`config.mk`:
```
export PLATFORM = sky130hd
export DESIGN_NAME = fbsc_plane_lane
export DESIGN_NICKNAME = d
export VERILOG_FILES = /design/src/rtl/fbsc_pkg.sv /design/src/rtl/fbsc_plane_lane.sv
export SDC_FILE = /design/constraint.sdc
export NUM_CORES = 2
export LEC_CHECK = 0
export ABC_AREA = 1
export BUFFER_PORTS_ARGS = -buffer_cell sky130_fd_sc_hd__buf_2
export CAP_MARGIN = 20
export CORE_UTILIZATION = 60
export DETAILED_ROUTE_END_ITERATION = 6
export PLACE_DENSITY = 0.77
export SLEW_MARGIN = 30
export SYNTH_ARGS = -nofsm -noshare
export SYNTH_HDL_FRONTEND = slang
export SYNTH_SLANG_ARGS = --single-unit
```
`constraint.sdc`:
```
create_clock -name clk -period 8.9 [get_ports clk]
set_clock_uncertainty 0.05 [all_clocks]
set_input_delay 0.89 -clock clk [delete_from_list [all_inputs] [get_ports clk]]
set_output_delay 0.89 -clock clk [all_outputs]
set_load 0.03 [all_outputs]
```
`src/rtl/fbsc_pkg.sv`:
```
// ----------------------------------------------------------------------------
// fbsc_pkg: shared types and constants for the frustum cull unit
// Fixed-point widths, the result code, register indexes and stage enables.
// ----------------------------------------------------------------------------
`default_nettype none

package fbsc_pkg;

  // Number of plane registers that exist in the register file
  localparam int PLANE_REGS = 6;

  // Field widths
  localparam int COORD_W    = 16;                 // Q8.8 coordinates, Q1.14 normals
  localparam int PLANE_W    = 4 * COORD_W;        // a, b, c, d packed
  localparam int CFG_IDX_W  = 3;
  localparam int PROD_W     = 2 * COORD_W;        // Q1.14 * Q8.8 -> 22 fraction bits
  localparam int FRAC_SHIFT = 14;                 // aligns Q8.8 to 22 fraction bits
  localparam int DIST_W     = 35;                 // exact sum of three products plus d

  // Three coordinates, x lowest
  typedef logic [2:0][COORD_W-1:0] vec3_t;

  // Classification result
  typedef enum logic [1:0] {
    VIS_OUTSIDE   = 2'd0,
    VIS_INTERSECT = 2'd1,
    VIS_INSIDE    = 2'd2
  } vis_t;

  // Register file indexes
  typedef enum logic [CFG_IDX_W-1:0] {
    REG_LEFT   = 3'd0,
    REG_RIGHT  = 3'd1,
    REG_BOTTOM = 3'd2,
    REG_TOP    = 3'd3,
    REG_NEAR   = 3'd4,
    REG_FAR    = 3'd5
  } reg_idx_t;

  // Load enables for the stages that live inside each plane lane
  typedef struct packed {
    logic s1;   // products
    logic s2;   // distances
    logic s3;   // per-plane flags
  } stage_en_t;

endpackage

`default_nettype wire

```
`src/rtl/fbsc_plane_lane.sv`:
```
// ----------------------------------------------------------------------------
// fbsc_plane_lane: one frustum plane test
// Picks corners, multiplies, sums the signed distance and flags the plane.
// ----------------------------------------------------------------------------
`default_nettype none

module fbsc_plane_lane
  import fbsc_pkg::*;
(
  input  wire logic                        clk,
  input  wire stage_en_t                   en,
  input  wire logic [PLANE_W-1:0]          plane,
  // stage 0 word
  input  wire logic                        op_s0,
  input  wire vec3_t                       mn_s0,
  input  wire vec3_t                       mx_s0,
  input  wire vec3_t                       ctr_s0,
  // stage 2 side data
  input  wire logic                        op_s2,
  input  wire logic signed [DIST_W-1:0]    rad_s2,
  // stage 3 flags
  output logic                             out_hit,
  output logic                             part_hit
);

  vec3_t                     pos_c;
  vec3_t                     neg_c;
  logic signed [PROD_W-1:0]  pos_prod [3];
  logic signed [PROD_W-1:0]  neg_prod [3];
  logic signed [DIST_W-1:0]  d_term;
  logic signed [DIST_W-1:0]  pos_dist;
  logic signed [DIST_W-1:0]  neg_dist;

  // Corner pick: positive corner takes max where the normal is >= 0
  always_comb begin
    for (int k = 0; k < 3; k++) begin
      if (op_s0) begin
        pos_c[k] = ctr_s0[k];
        neg_c[k] = ctr_s0[k];
      end else if (!plane[COORD_W*k + COORD_W-1]) begin
        pos_c[k] = mx_s0[k];
        neg_c[k] = mn_s0[k];
      end else begin
        pos_c[k] = mn_s0[k];
        neg_c[k] = mx_s0[k];
      end
    end
  end

  // Stage 1: products, one per axis and corner
  always_ff @(posedge clk) begin
    if (en.s1) begin
      for (int k = 0; k < 3; k++) begin
        pos_prod[k] <= $signed(plane[COORD_W*k +: COORD_W]) * $signed(pos_c[k]);
        neg_prod[k] <= $signed(plane[COORD_W*k +: COORD_W]) * $signed(neg_c[k]);
      end
    end
  end

  // Offset d scaled to 22 fraction bits
  assign d_term = $signed({{(DIST_W-COORD_W-FRAC_SHIFT){plane[PLANE_W-1]}},
                           plane[PLANE_W-1 -: COORD_W], {FRAC_SHIFT{1'b0}}});

  // Stage 2: signed distances
  always_ff @(posedge clk) begin
    if (en.s2) begin
      pos_dist <= DIST_W'(pos_prod[0]) + DIST_W'(pos_prod[1])
                + DIST_W'(pos_prod[2]) + d_term;
      neg_dist <= DIST_W'(neg_prod[0]) + DIST_W'(neg_prod[1])
                + DIST_W'(neg_prod[2]) + d_term;
    end
  end

  // Stage 3: plane flags (sphere uses the center distance in both)
  always_ff @(posedge clk) begin
    if (en.s3) begin
      if (op_s2) begin
        out_hit  <= pos_dist < -rad_s2;
        part_hit <= pos_dist < rad_s2;
      end else begin
        out_hit  <= pos_dist[DIST_W-1];
        part_hit <= neg_dist[DIST_W-1];
      end
    end
  end

endmodule

`default_nettype wire

```
==> out/qor.yml <==
fin_util_pct: 63.3
drc_errors: 9
grt_pass1_wl_mm: 348
nFillCells: 10800
synth_enable_flop_cells: 230
ys_seq_area_share_pct: 9.10
post_cts_resized: 0
cts_buffers: 26
area_growth_pct: 4.79
min_to: "part_hit"
antenna_found_initial: 13
first_global_vias: 64000
hp-class: "input pin to flop"
post_cts_buffers: 0
io_buffer_count: 250
gp_congestion: 1.02
timing.rr.end: "pos_dist[26]"
holdWs_ns: 0.514
cp.required_ns: 9.17
maxSlewViolCount: 0
fin_crit_ns: 7.72
track_usage_pct: 35.5
outcome: "complete, but fails checks"
boundaryPins: 251
clk_pin_slew_ns: 0.08
die_y_um: 358
dr.pass1.iters: 7
vias_per_cell: 5.66
place_inst: 10700
wl_per_cell_um: 20.6
finalSetupViolCount: 0
syn_nets: 11500
syn-cell-area_sq_mm: 0.0759
vias: 60600
ys_ff_latch: 230
timing.rr.start: "pos_prod[0][17]"
synth-async-reset-ratio_pct: 0
hold_depth: 1
fp.coreArea_sq_mm: 0.126
cap_viol_max_count: 0
overflow: 0
period_share_pct: 86.7
violations: "design-rule violations"
synthCells: 8931
cts_tree: "yes"
final_common_cell: "inv_1"
htreeDepth: 1
critPathCaptureType: "flop"
slew_headroom_pct: 35.6
regToRegSetupSlack_ns: 5.43
rsz0062_at_grt: "no"
final_nets: 11600
dieWidth_um: 358
dpl.hpwl_mm: 191
antenna_left: 0
cp.arrival_ns: 7.99
tns_ns: 0
worst_pin_slew_ns: 0.965
ys.flop_type: "edfxtp_1"
ctsHoldBuffers: 0
synth_cell_type_count: 50
start_kind: "input pin"
r2r_cells: 14
worst_hold_startpoint: "en[0]"
syn_area_per_cell_sq_um: 8.50
yosys_warnings: 0
grt_max_degree: 85
drt-total-wl_mm: 221
cts_num_sinks: 230
critical_path_class: "input pin to flop"
drt_iter0_markers: 5593
initial_core_util_pct: 60.4
max_freq_mhz: 130
hold_viol: 0
clock-root-buffer: "clkbuf_16"
final_cell_mix: "inv_1, fa_1, nand2_1"
rows: 130
cts_buffer_depth: 3
worstPathMaxFanout: 53
drive_gt1_share_pct: 4.73
final_cell_count_no_fill: 10700
die_area_sq_mm: 0.128
insertion_delay_ns: 0.56
[layout make-up]
type                            instances  area (sq um)  area share [%]
Tap cell                             1650          2060            2.60
Timing Repair Buffer                  324          1820            2.28
Inverter                             2187          8210            10.3
Clock inverter                         18           143           0.179
Sequential cell                       230          6910            8.69
Multi-Input combinational cell       6266         59700            75.0
Clock buffer                           28           679           0.854
Antenna cell                           10          25.0          0.0315
[state kept, by name (all words and copies together) (netlist names)]
| register | count |
|---|---|
| part_hit | 1 |
| pos_prod | 96 |
| out_hit | 1 |
| pos_dist | 35 |
| neg_dist | 1 |
| neg_prod | 96 |
[worst max-delay path by stage]
| stage | start | end | slack (ns) | cells after the start |
|---|---|---|---|---|
| final | op_s0 | pos_prod[0][30] | 1.18 | 22 |
| after global routing | op_s0 | pos_prod[0][30] | 0.77 | 23 |
| after CTS | op_s0 | pos_prod[0][23] | 1.27 | 22 |
| after detailed placement | op_s0 | pos_prod[0][23] | 0.71 | 22 |
| after global placement | op_s0 | pos_prod[0][23] | 0.87 | 22 |
| after floorplan | op_s0 | neg_prod[0][95] | 2.05 | 25 |
[worst max-delay path: stages]
cell and delay, ns:
buf_4 0.29, buf_4 0.67, nand2_1 0.17, nand2_1 0.36
inv_1 0.28, nor2_1 0.21, fa_1 0.59, fa_1 0.67
inv_1 0.18, fa_1 0.62, inv_1 0.08, fa_1 0.48
inv_1 0.05, fa_1 0.48, inv_1 0.05, fa_1 0.46
ha_1 0.41, nand4_1 0.18, nor2_1 0.18, nand3_1 0.12
nand2_1 0.10, xor2_1 0.39
[routing by layer]
layer | vias up | track usage (%) | part of all wire (%)
met4 | 8 | 13.1 | 4.6
met1 | 30100 | 47.2 | 39
met2 | 3092 | 58.6 | 47
li1 | 26800 | - | -
met3 | 614 | 6.17 | 9.3
met5 | - | 0 | 0.021
[logic make-up after synthesis]
kind of cell             count (synthesis)  share of synthesized area [%]
XOR/XNOR                               255                           2.94
AO/OA/AOI/OAI                          681                           5.06
AND/OR/NAND/NOR                       3006                           15.7
flip-flops                             230                           9.10
buffers and inverters                 2435                           12.3
adder cells (fa/ha/maj)               2324                           54.9
[stage by stage]
stage / setup slack (ns) / cell area, sq um
final: 1.18 / 79500
after global routing: 0.770 / 79500
after CTS: 1.27 / 79500
after detailed placement: 0.707 / 78700
after global placement: 0.867 / 78700
after floorplan: 2.05 / 75900
[synth_stat cells, types with 3 or more instances]
cell         n  area (sq um)
a21boi_0    11          82.6
a21o_1      40           300
a21oi_1    317          1590
a31oi_1     37           231
a31oi_2      6          75.1
and2_1       3          18.8
and3_1       5          31.3
buf_1        4          15.0
buf_2      105           526
buf_4        5          37.5
clkbuf_1   132           495
clkinv_1    16          60.1
edfxtp_1   230          6910
fa_1      1674         33500
ha_1       650          8130
inv_1     2156          8090
inv_2       14          52.6
nand2_1   1523          5720
nand2_2      9          56.3
nand3_1    173           866
nand4_1     60           375
nor2_1    1135          4260
nor2_2       8          50.1
nor3_1      56           280
nor3_4       3          48.8
nor4_1      11          68.8
o211ai_1    43           323
o21a_1       4          30.0
o21ai_0    182           911
o21ai_1      5          25.0
o21bai_1    24           180
o31ai_1      5          37.5
or2_2        9          56.3
xnor2_1     82           718
xor2_1     173          1520
Power is not shown: default switching activity piles up to over one toggle a cycle in this logic, so the estimate is an artifact.
